File: config.mk
export PLATFORM = sky130hd
export DESIGN_NAME = dual_axis_kalman_smoother
export DESIGN_NICKNAME = d
export VERILOG_FILES = /design/src/rtl/kks_pkg.sv /design/src/rtl/kks_div.sv /design/src/rtl/kks_mul.sv /design/src/rtl/dual_axis_kalman_smoother.sv
export SDC_FILE = /design/constraint.sdc
export NUM_CORES = 2
export LEC_CHECK = 0
export ABC_CLOCK_PERIOD_IN_PS = 13760
export BUFFER_PORTS_ARGS = -buffer_cell sky130_fd_sc_hd__buf_2
export CAP_MARGIN = 10
export CORE_MARGIN = 1
export CORE_UTILIZATION = 30
export DETAILED_ROUTE_END_ITERATION = 10
export PLACE_DENSITY = 0.56
export SYNTH_ARGS = -nofsm -noshare
export SYNTH_HDL_FRONTEND = slang
export SYNTH_SLANG_ARGS = --single-unit
File: constraint.sdc
create_clock -name clk -period 13.76 [get_ports clk]
set_clock_uncertainty 0.2 [all_clocks]
set_input_delay 2.752 -clock clk [delete_from_list [all_inputs] [get_ports clk]]
set_output_delay 2.752 -clock clk [all_outputs]
set_load 0.01 [all_outputs]
File: src/rtl/kks_pkg.sv
package kks_pkg;

  // Variances, noise registers and the configuration port are 32 bits wide
  localparam int VAR_W             = 32;
  localparam int PROD_W            = 2 * VAR_W;
  localparam int CFG_IDX_W         = 2;

  localparam int ANGLE_WIDTH_DEF   = 32;
  localparam int VAR_FRAC_BITS_DEF = 24;

  typedef enum logic [CFG_IDX_W-1:0] {
    REG_PROCESS_NOISE    = 2'd0,
    REG_MEASURE_NOISE    = 2'd1,
    REG_INITIAL_VARIANCE = 2'd2
  } kks_reg_t;

  typedef enum logic [3:0] {
    ST_IDLE,
    ST_PREP,
    ST_DIVGO,
    ST_DIV,
    ST_MLO,
    ST_MHI,
    ST_MP,
    ST_CORR,
    ST_UPD,
    ST_OUT
  } kks_state_t;

endpackage

File: src/rtl/kks_div.sv
module kks_div #(
  parameter int VAR_FRAC_BITS = kks_pkg::VAR_FRAC_BITS_DEF
) (
  input  logic                            clk,
  input  logic                            rst_n,
  input  logic                            start,
  input  logic [kks_pkg::VAR_W-1:0]       dividend,
  input  logic [kks_pkg::VAR_W-1:0]       divisor,
  output logic [VAR_FRAC_BITS:0]          quo,
  output logic                            last
);
  import kks_pkg::*;

  localparam int K_W   = VAR_FRAC_BITS + 1;
  localparam int CNT_W = $clog2(K_W + 1);

  logic [VAR_W-1:0] rem_r;
  logic [VAR_W-1:0] den_r;
  logic [K_W-1:0]   quo_r;
  logic [CNT_W-1:0] cnt_r;
  logic             busy_r;
  logic             first_r;

  logic [VAR_W:0]   shifted;
  logic [VAR_W:0]   trial;
  logic             ge;
  logic [VAR_W-1:0] rem_nxt;

  // Restoring division, one quotient bit per cycle. The first step takes the
  // integer bit (dividend never exceeds divisor), the rest the fraction bits.
  always_comb begin
    shifted = first_r ? {1'b0, rem_r} : {rem_r, 1'b0};
    trial   = shifted - {1'b0, den_r};
    ge      = (den_r != '0) && (shifted >= {1'b0, den_r});
    rem_nxt = ge ? trial[VAR_W-1:0] : shifted[VAR_W-1:0];
  end

  always_ff @(posedge clk) begin
    if (!rst_n) begin
      busy_r  <= 1'b0;
      first_r <= 1'b0;
      cnt_r   <= '0;
    end else if (start) begin
      busy_r  <= 1'b1;
      first_r <= 1'b1;
      cnt_r   <= CNT_W'(K_W);
      rem_r   <= dividend;
      den_r   <= divisor;
      quo_r   <= '0;
    end else if (busy_r) begin
      first_r <= 1'b0;
      cnt_r   <= cnt_r - 1'b1;
      rem_r   <= rem_nxt;
      quo_r   <= {quo_r[K_W-2:0], ge};
      if (cnt_r == CNT_W'(1)) begin
        busy_r <= 1'b0;
      end
    end
  end

  assign last = busy_r && (cnt_r == CNT_W'(1));
  assign quo  = quo_r;

endmodule

File: src/rtl/kks_mul.sv
module kks_mul (
  input  logic                        clk,
  input  logic [kks_pkg::VAR_W-1:0]   mul_a,
  input  logic [kks_pkg::VAR_W-1:0]   mul_b,
  output logic [kks_pkg::PROD_W-1:0]  prod
);
  import kks_pkg::*;

  logic [PROD_W-1:0] prod_r;

  // One registered 32x32 product per cycle
  always_ff @(posedge clk) begin
    prod_r <= PROD_W'(mul_a) * PROD_W'(mul_b);
  end

  assign prod = prod_r;

endmodule

File: src/rtl/dual_axis_kalman_smoother.sv
// Channel   Dir  Handshake             Payload
// in_       in   in_tvalid/in_tready   in_tdata: pitch_meas, yaw_meas
// out_      out  out_tvalid/out_tready out_tdata: pitch_est, yaw_est
// cfg_      in   cfg_wr_en             cfg_index, cfg_wdata
//
// The first item after reset only loads the state.
// For each later item, per axis, one shared restoring divider computes
// the gain, then one shared 32x32 multiplier runs three products.
// Reset (rst_n low, synchronous) clears the sequencer, the primed flag and
// the output valid, and loads q, r and the initial variance with their defaults.
// in_tready is high only while the sequencer is idle; a result that waits on
// out_tready holds in the output register and does not block the next item.
module dual_axis_kalman_smoother #(
  parameter int ANGLE_WIDTH   = kks_pkg::ANGLE_WIDTH_DEF,
  parameter int VAR_FRAC_BITS = kks_pkg::VAR_FRAC_BITS_DEF,
  localparam int DATA_W       = ((2 * ANGLE_WIDTH + 7) / 8) * 8
) (
  input  logic                             clk,
  input  logic                             rst_n,
  input  logic                             in_tvalid,
  output logic                             in_tready,
  input  logic [DATA_W-1:0]                in_tdata,   // pitch_meas, yaw_meas
  output logic                             out_tvalid,
  input  logic                             out_tready,
  output logic [DATA_W-1:0]                out_tdata,  // pitch_est, yaw_est
  input  logic                             cfg_wr_en,
  input  logic [kks_pkg::CFG_IDX_W-1:0]    cfg_index,
  input  logic [kks_pkg::VAR_W-1:0]        cfg_wdata
);
  import kks_pkg::*;

  localparam int AW  = ANGLE_WIDTH;
  localparam int F   = VAR_FRAC_BITS;
  localparam int K_W = F + 1;

  // Defaults: q = 0.001, r = 0.5, initial variance = 0.1, rounded
  localparam logic [63:0] VAR_ONE   = 64'd1 << F;
  localparam logic [VAR_W-1:0] Q_RST = VAR_W'((VAR_ONE + 64'd500) / 64'd1000);
  localparam logic [VAR_W-1:0] R_RST = VAR_W'(VAR_ONE >> 1);
  localparam logic [VAR_W-1:0] V_RST = VAR_W'((VAR_ONE + 64'd5) / 64'd10);
  localparam logic [K_W-1:0]   K_ONE = {1'b1, {F{1'b0}}};

  kks_state_t state_r, state_nxt;

  logic [VAR_W-1:0]    q_r, r_r, v0_r;
  logic                primed_r;
  logic signed [AW-1:0] x_r [2];
  logic signed [AW-1:0] z_r [2];
  logic [VAR_W-1:0]    p_r [2];
  logic                axis_r;
  logic [VAR_W-1:0]    pe_r;
  logic [AW-1:0]       mag_r;
  logic                neg_r;
  logic [PROD_W-1:0]   plo_r, phi_r;
  logic [AW-1:0]       corr_r;
  logic                out_tvalid_r;
  logic [DATA_W-1:0]   out_tdata_r;

  logic [VAR_W:0]      pe_sum, den_sum;
  logic [VAR_W-1:0]    pe_sat, den_sat;
  logic signed [AW:0]  diff;
  logic [AW:0]         diff_abs;
  logic [PROD_W-1:0]   mag64;
  logic [PROD_W-1:0]   corr64;
  logic signed [AW:0]  x_upd;
  logic [VAR_W-1:0]    p_new;
  logic                in_xfer;
  logic                out_load;

  logic                div_start;
  logic                div_last;
  logic [K_W-1:0]      k;
  logic [VAR_W-1:0]    mul_a, mul_b;
  logic [PROD_W-1:0]   mul_prod;

  kks_div #(.VAR_FRAC_BITS(VAR_FRAC_BITS)) u_div (
    .clk      (clk),
    .rst_n    (rst_n),
    .start    (div_start),
    .dividend (pe_r),
    .divisor  (den_sat),
    .quo      (k),
    .last     (div_last)
  );

  kks_mul u_mul (
    .clk   (clk),
    .mul_a (mul_a),
    .mul_b (mul_b),
    .prod  (mul_prod)
  );

  // Datapath around the shared units
  always_comb begin
    // saturating p + q and p_est + r
    pe_sum   = {1'b0, p_r[axis_r]} + {1'b0, q_r};
    pe_sat   = pe_sum[VAR_W] ? '1 : pe_sum[VAR_W-1:0];
    den_sum  = {1'b0, pe_r} + {1'b0, r_r};
    den_sat  = den_sum[VAR_W] ? '1 : den_sum[VAR_W-1:0];
    // innovation z - x and its magnitude
    diff     = {z_r[axis_r][AW-1], z_r[axis_r]} - {x_r[axis_r][AW-1], x_r[axis_r]};
    diff_abs = diff[AW] ? (AW+1)'(-diff) : diff;
    mag64    = PROD_W'(mag_r);
    // correction = |z - x| * k >> F, from the two partial products
    corr64   = (phi_r << (VAR_W - F)) + (plo_r >> F);
    x_upd    = neg_r ? ({x_r[axis_r][AW-1], x_r[axis_r]} - {1'b0, corr_r})
                     : ({x_r[axis_r][AW-1], x_r[axis_r]} + {1'b0, corr_r});
    // variance update = (1 - k) * p_est >> F
    p_new    = mul_prod[F+VAR_W-1:F];
  end

  assign in_xfer  = in_tvalid && in_tready;
  assign out_load = (state_r == ST_OUT) && (!out_tvalid_r || out_tready);

  // Next state
  always_comb begin
    state_nxt = state_r;
    case (state_r)
      ST_IDLE:  if (in_tvalid && primed_r) state_nxt = ST_PREP;
      ST_PREP:  state_nxt = ST_DIVGO;
      ST_DIVGO: state_nxt = ST_DIV;
      ST_DIV:   if (div_last) state_nxt = ST_MLO;
      ST_MLO:   state_nxt = ST_MHI;
      ST_MHI:   state_nxt = ST_MP;
      ST_MP:    state_nxt = ST_CORR;
      ST_CORR:  state_nxt = ST_UPD;
      ST_UPD:   state_nxt = axis_r ? ST_OUT : ST_PREP;
      ST_OUT:   if (!out_tvalid_r || out_tready) state_nxt = ST_IDLE;
      default:  state_nxt = ST_IDLE;
    endcase
  end

  // Sequencer outputs: handshake and shared unit operands
  always_comb begin
    in_tready = 1'b0;
    div_start = 1'b0;
    mul_a     = '0;
    mul_b     = '0;
    case (state_r)
      ST_IDLE:  in_tready = 1'b1;
      ST_DIVGO: div_start = 1'b1;
      ST_MLO: begin
        mul_a = mag64[VAR_W-1:0];
        mul_b = VAR_W'(k);
      end
      ST_MHI: begin
        mul_a = mag64[PROD_W-1:VAR_W];
        mul_b = VAR_W'(k);
      end
      ST_MP: begin
        mul_a = VAR_W'(K_ONE - k);
        mul_b = pe_r;
      end
      default: ;
    endcase
  end

  always_ff @(posedge clk) begin
    if (!rst_n) begin
      state_r      <= ST_IDLE;
      primed_r     <= 1'b0;
      out_tvalid_r <= 1'b0;
      axis_r       <= 1'b0;
      q_r          <= Q_RST;
      r_r          <= R_RST;
      v0_r         <= V_RST;
    end else begin
      state_r <= state_nxt;

      if (cfg_wr_en) begin
        case (kks_reg_t'(cfg_index))
          REG_PROCESS_NOISE:    q_r  <= cfg_wdata;
          REG_MEASURE_NOISE:    r_r  <= cfg_wdata;
          REG_INITIAL_VARIANCE: v0_r <= cfg_wdata;
          default: ;  // unmapped index: drop the write
        endcase
      end

      // Hold the result until the downstream transfer completes
      if (out_load) begin
        out_tvalid_r <= 1'b1;
      end else if (out_tready) begin
        out_tvalid_r <= 1'b0;
      end

      case (state_r)
        ST_IDLE: begin
          if (in_xfer) begin
            if (primed_r) begin
              z_r[0] <= in_tdata[AW-1:0];
              z_r[1] <= in_tdata[2*AW-1:AW];
              axis_r <= 1'b0;
            end else begin
              // first item: load state, emit nothing
              x_r[0]   <= in_tdata[AW-1:0];
              x_r[1]   <= in_tdata[2*AW-1:AW];
              p_r[0]   <= v0_r;
              p_r[1]   <= v0_r;
              primed_r <= 1'b1;
            end
          end
        end
        ST_PREP: begin
          pe_r  <= pe_sat;
          mag_r <= diff_abs[AW-1:0];
          neg_r <= diff[AW];
        end
        ST_MHI:  plo_r <= mul_prod;
        ST_MP:   phi_r <= mul_prod;
        ST_CORR: begin
          corr_r         <= corr64[AW-1:0];
          p_r[axis_r]    <= p_new;
        end
        ST_UPD: begin
          // estimate stays between x and z, so no overflow
          x_r[axis_r] <= x_upd[AW-1:0];
          axis_r      <= 1'b1;
        end
        ST_OUT: begin
          if (out_load) begin
            out_tdata_r <= DATA_W'({x_r[1], x_r[0]});
          end
        end
        default: ;
      endcase
    end
  end

  assign out_tvalid = out_tvalid_r;
  assign out_tdata  = out_tdata_r;

endmodule

==> impl_metrics.json <==
{
  "vias": 49800,
  "yosys.area.top_type": "fa_1",
  "synth_flop_cell": "edfxtp_1",
  "maxCapViolCount": 0,
  "critPathKind": "reg2reg",
  "cpMostUsedCell": "fa_1",
  "initial_core_util_pct": 30.2,
  "finalHoldViolCount": 0,
  "core.rowCount": 171,
  "p_sw_share_pct": 35.2,
  "drt_wl_total_um": 224000,
  "p_int_w": 0.00438,
  "hold_buffers": 0,
  "numPortBuffers": 168,
  "total_power_w": 0.00676,
  "grt_pass1_wl_um": 332000,
  "p_seq_share_pct": 39.6,
  "cts-resized-gates": 0,
  "slowest_delay_ns": 0.81,
  "rsz0062_at_grt": "no",
  "crit_fanout": 13,
  "clk_path_buf_depth": 3,
  "cts_setup_buffers": 0,
  "clock-sinks": 665,
  "post-route-period-util_pct": 82.2,
  "slew_violations": 0,
  "worstSkewPairLatency_ns": 0.71,
  "viasPerCell": 5.12,
  "first_pass_iters": 9,
  "slowest_stage": "a22oi_2",
  "grt_overflow": 0,
  "dieArea_mm2": 0.221,
  "numCtsBuffers": 75,
  "routabilityCongestion": 0.976,
  "final.setup.worst_slack_ns": 2.45,
  "dp_hpwl_um": 174000,
  "drive_gt1_share_pct": 10.1,
  "cts_tree": "yes",
  "status": "finished, violations left",
  "synth_top_area_share_pct": 26.7,
  "instances_no_fill": 9726,
  "gr-usage-all-layers_pct": 20.1,
  "syn_to_final_growth_pct": 10.6,
  "cp.arrival_ns": 11.73,
  "netlist_instances": 6714,
  "synth_edf_count": 498,
  "clkTransAtPathRegs_ns": 0.06,
  "synth_cell_type_count": 88,
  "max_clock_freq_mhz": 88.5,
  "pre_cts_ws_ns": 2.63,
  "ys_top_cells_by_area": "fa_1 (27%), edfxtp_1 (23%), ha_1 (7.6%), inv_1 (5.6%), dfxtp_1 (5.1%)",
  "async_flop_share_pct": 0,
  "setup_viol": 0,
  "tns_ns": 0,
  "synth_area_per_cell_um2": 9.78,
  "pwr-share-clk_pct": 30.5,
  "grt_pass1_vias": 50800,
  "slew_headroom_pct": 16.3,
  "violations": "design-rule violations",
  "finish.instance_area_mm2": 0.0726,
  "nets": 8176,
  "core-area_mm2": 0.217,
  "ios": 169,
  "irDropWorstVdd_uv": 91.4,
  "ant_nets": 0,
  "power.leakage_nw": 30.7,
  "pwr-share-comb_pct": 30.0,
  "ys_seq_area_share_pct": 27.9,
  "antenna_found_initial": 20,
  "netSwitchingPower_w": 0.00238,
  "placed_area_mm2": 0.0700,
  "place_inst": 9574,
  "required_ns": 14.19,
  "post-route-min-period_ns": 11.31,
  "first_iter_violations": 4760,
  "synth_nets": 8092,
  "cp-start-kind": "register",
  "drcViolationCount": 2,
  "dieWidth_um": 470,
  "clockRootBuffer": "clkbuf_16",
  "power_density_mw_per_mm2": 93.1,
  "wl_per_cell_um": 23.0,
  "worstMarginPinSlew_ns": 1.26,
  "die-height_um": 470,
  "worstSetupEndpointType": "register",
  "ctsHtreeMaxLevel": 3,
  "grt_max_degree": 85,
  "yosysWarnings": 0,
  "synthesis.area_mm2": 0.0657,
  "synth_seq_cells": 665,
  "min_path_type": "reg2reg"
}
[critical path, delay by kind of cell (launching register included)]
kind,cells,cell delay (ns)
compound gates,10,3.06
xor+xnor,2,0.29
fa+ha+maj,9,4.24
buf+inv,5,0.61
flops,1,0.51
simple gates,7,2.31
[state kept, by name (all words and copies together) (netlist names), 32 cells and up, named ones only]
register,cells
corr_r,32
mag_r,32
out_tdata,64
p_r,64
pe_r,32
plo_r,32
q_r,32
r_r,32
u_div.den_r,32
u_div.rem_r,32
u_mul.prod,56
v0_r,32
x_r,64
z_r,64
[path summary, 6_finish.rpt]
kind	start	endpoint	slack (ns)	cells after the start
max	u_div.quo[4]$_SDFFCE_PP0P_	u_mul.prod[53]$_DFF_P_	2.45	33
min	u_mul.prod[21]$_DFF_P_	phi_r[21]$_DFFE_PP_	0.20	0
max reg2reg	u_div.quo[4]$_SDFFCE_PP0P_	u_mul.prod[53]$_DFF_P_	2.45	33
min reg2reg	u_mul.prod[21]$_DFF_P_	phi_r[21]$_DFFE_PP_	0.20	0
[kinds of logic (layout without fill, tap and decap cells)]
group / Yosys count / in the layout / synth area share (%)
AOI/OAI and AO/OA: 898 / 898 / 9.08
xor gates and xnor gates: 286 / 286 / 3.84
adders and majority gates: 1275 / 1275 / 34.3
buffers and inverters: 1276 / 1423 / 7.33
DFF: 665 / 665 / 27.9
muxes: 255 / 255 / 4.28
other: 0 / 11 / 0
and+or+nand+nor: 2059 / 2059 / 13.3
[Yosys cell counts (7+ instances only)]
cell	number
a41oi_1	10
o31a_1	7
a22o_1	47
nor3_1	53
a21boi_0	101
a21oi_1	250
nand3_1	64
nor3b_1	10
and4_1	7
o31ai_1	10
clkbuf_1	261
and2_1	47
nand4_1	20
o21bai_1	21
or3_1	21
or2_2	7
dfxtp_1	167
mux2i_1	49
a41o_1	7
buf_2	11
edfxtp_1	498
xor2_1	76
a21o_1	81
o21a_1	42
a211oi_1	21
nor2b_1	36
nand2_1	868
o21ai_0	144
ha_1	399
inv_1	986
a31oi_1	18
nand2b_1	42
a211o_1	11
a22oi_1	46
xnor2_1	208
nor2_1	790
nand3b_1	8
buf_1	15
and3_1	22
mux2_2	206
nor4_1	27
a31o_2	8
fa_1	876
o211ai_1	12
[per-stage QoR]
| stage | hold slack, ns | util [%] |
|---|---|---|
| after floorplan | 0.186 | - |
| after global placement | 0.188 | 32.2 |
| after detailed placement | 0.189 | 32.2 |
| after CTS | 0.203 | 33.4 |
| after global routing | 0.208 | 33.4 |
| final | 0.203 | 33.4 |
[per-layer routing]
| metal | up-vias | track usage [%] | share of wire (%) |
|---|---|---|---|
| met5 | - | 0 | 0.040 |
| met4 | 14 | 8.17 | 4.2 |
| met3 | 399 | 4.51 | 9.1 |
| met2 | 2142 | 31.2 | 44 |
| met1 | 25300 | 27.1 | 42 |
| li1 | 21900 | - | - |
[placed cells by master, fill, tap and decap left out, types with 17 or more instances in the layout]
cell type	n
mux2i_1	49
a22o_1	47
a21oi_1	250
xnor2_1	208
nand4_1	20
nand2_1	868
mux2_2	206
or3_1	21
edfxtp_1	498
nand3_1	63
o21ai_0	143
and3_1	22
fa_1	876
nor2b_1	36
buf_4	128
a31oi_1	17
nor4_1	27
xor2_1	76
and2_1	47
o21a_1	41
a22oi_1	36
ha_1	399
nand2b_1	42
nor3_1	49
o21bai_1	21
a21o_1	81
a211oi_1	21
inv_1	986
a21boi_0	101
nor2_1	787
dfxtp_1	166
buf_2	167
clkbuf_16	76
[area by class of cell]
| class | instances | area [um^2] |
|---|---|---|
| clock inverters | 43 | 480 |
| flip-flops and latches | 665 | 18300 |
| well taps | 2854 | 3570 |
| diodes | 11 | 27.5 |
| repair buffers | 296 | 1820 |
| fillers | 22200 | 145000 |
| inverters | 987 | 3700 |
| clock buffers | 97 | 2050 |
| multi-input cells | 4773 | 42700 |
[power groups by stage]
stage                     Combinational (W)  Clock [W]  Sequential, W
after floorplan                     0.00149          0        0.00258
after global placement              0.00196          0        0.00270
after detailed placement            0.00199          0        0.00270
after CTS                           0.00201    0.00210        0.00266
after global routing                0.00223    0.00217        0.00268
final                               0.00203    0.00206        0.00267
No activity file was read; power rests on OpenSTA's default activity.
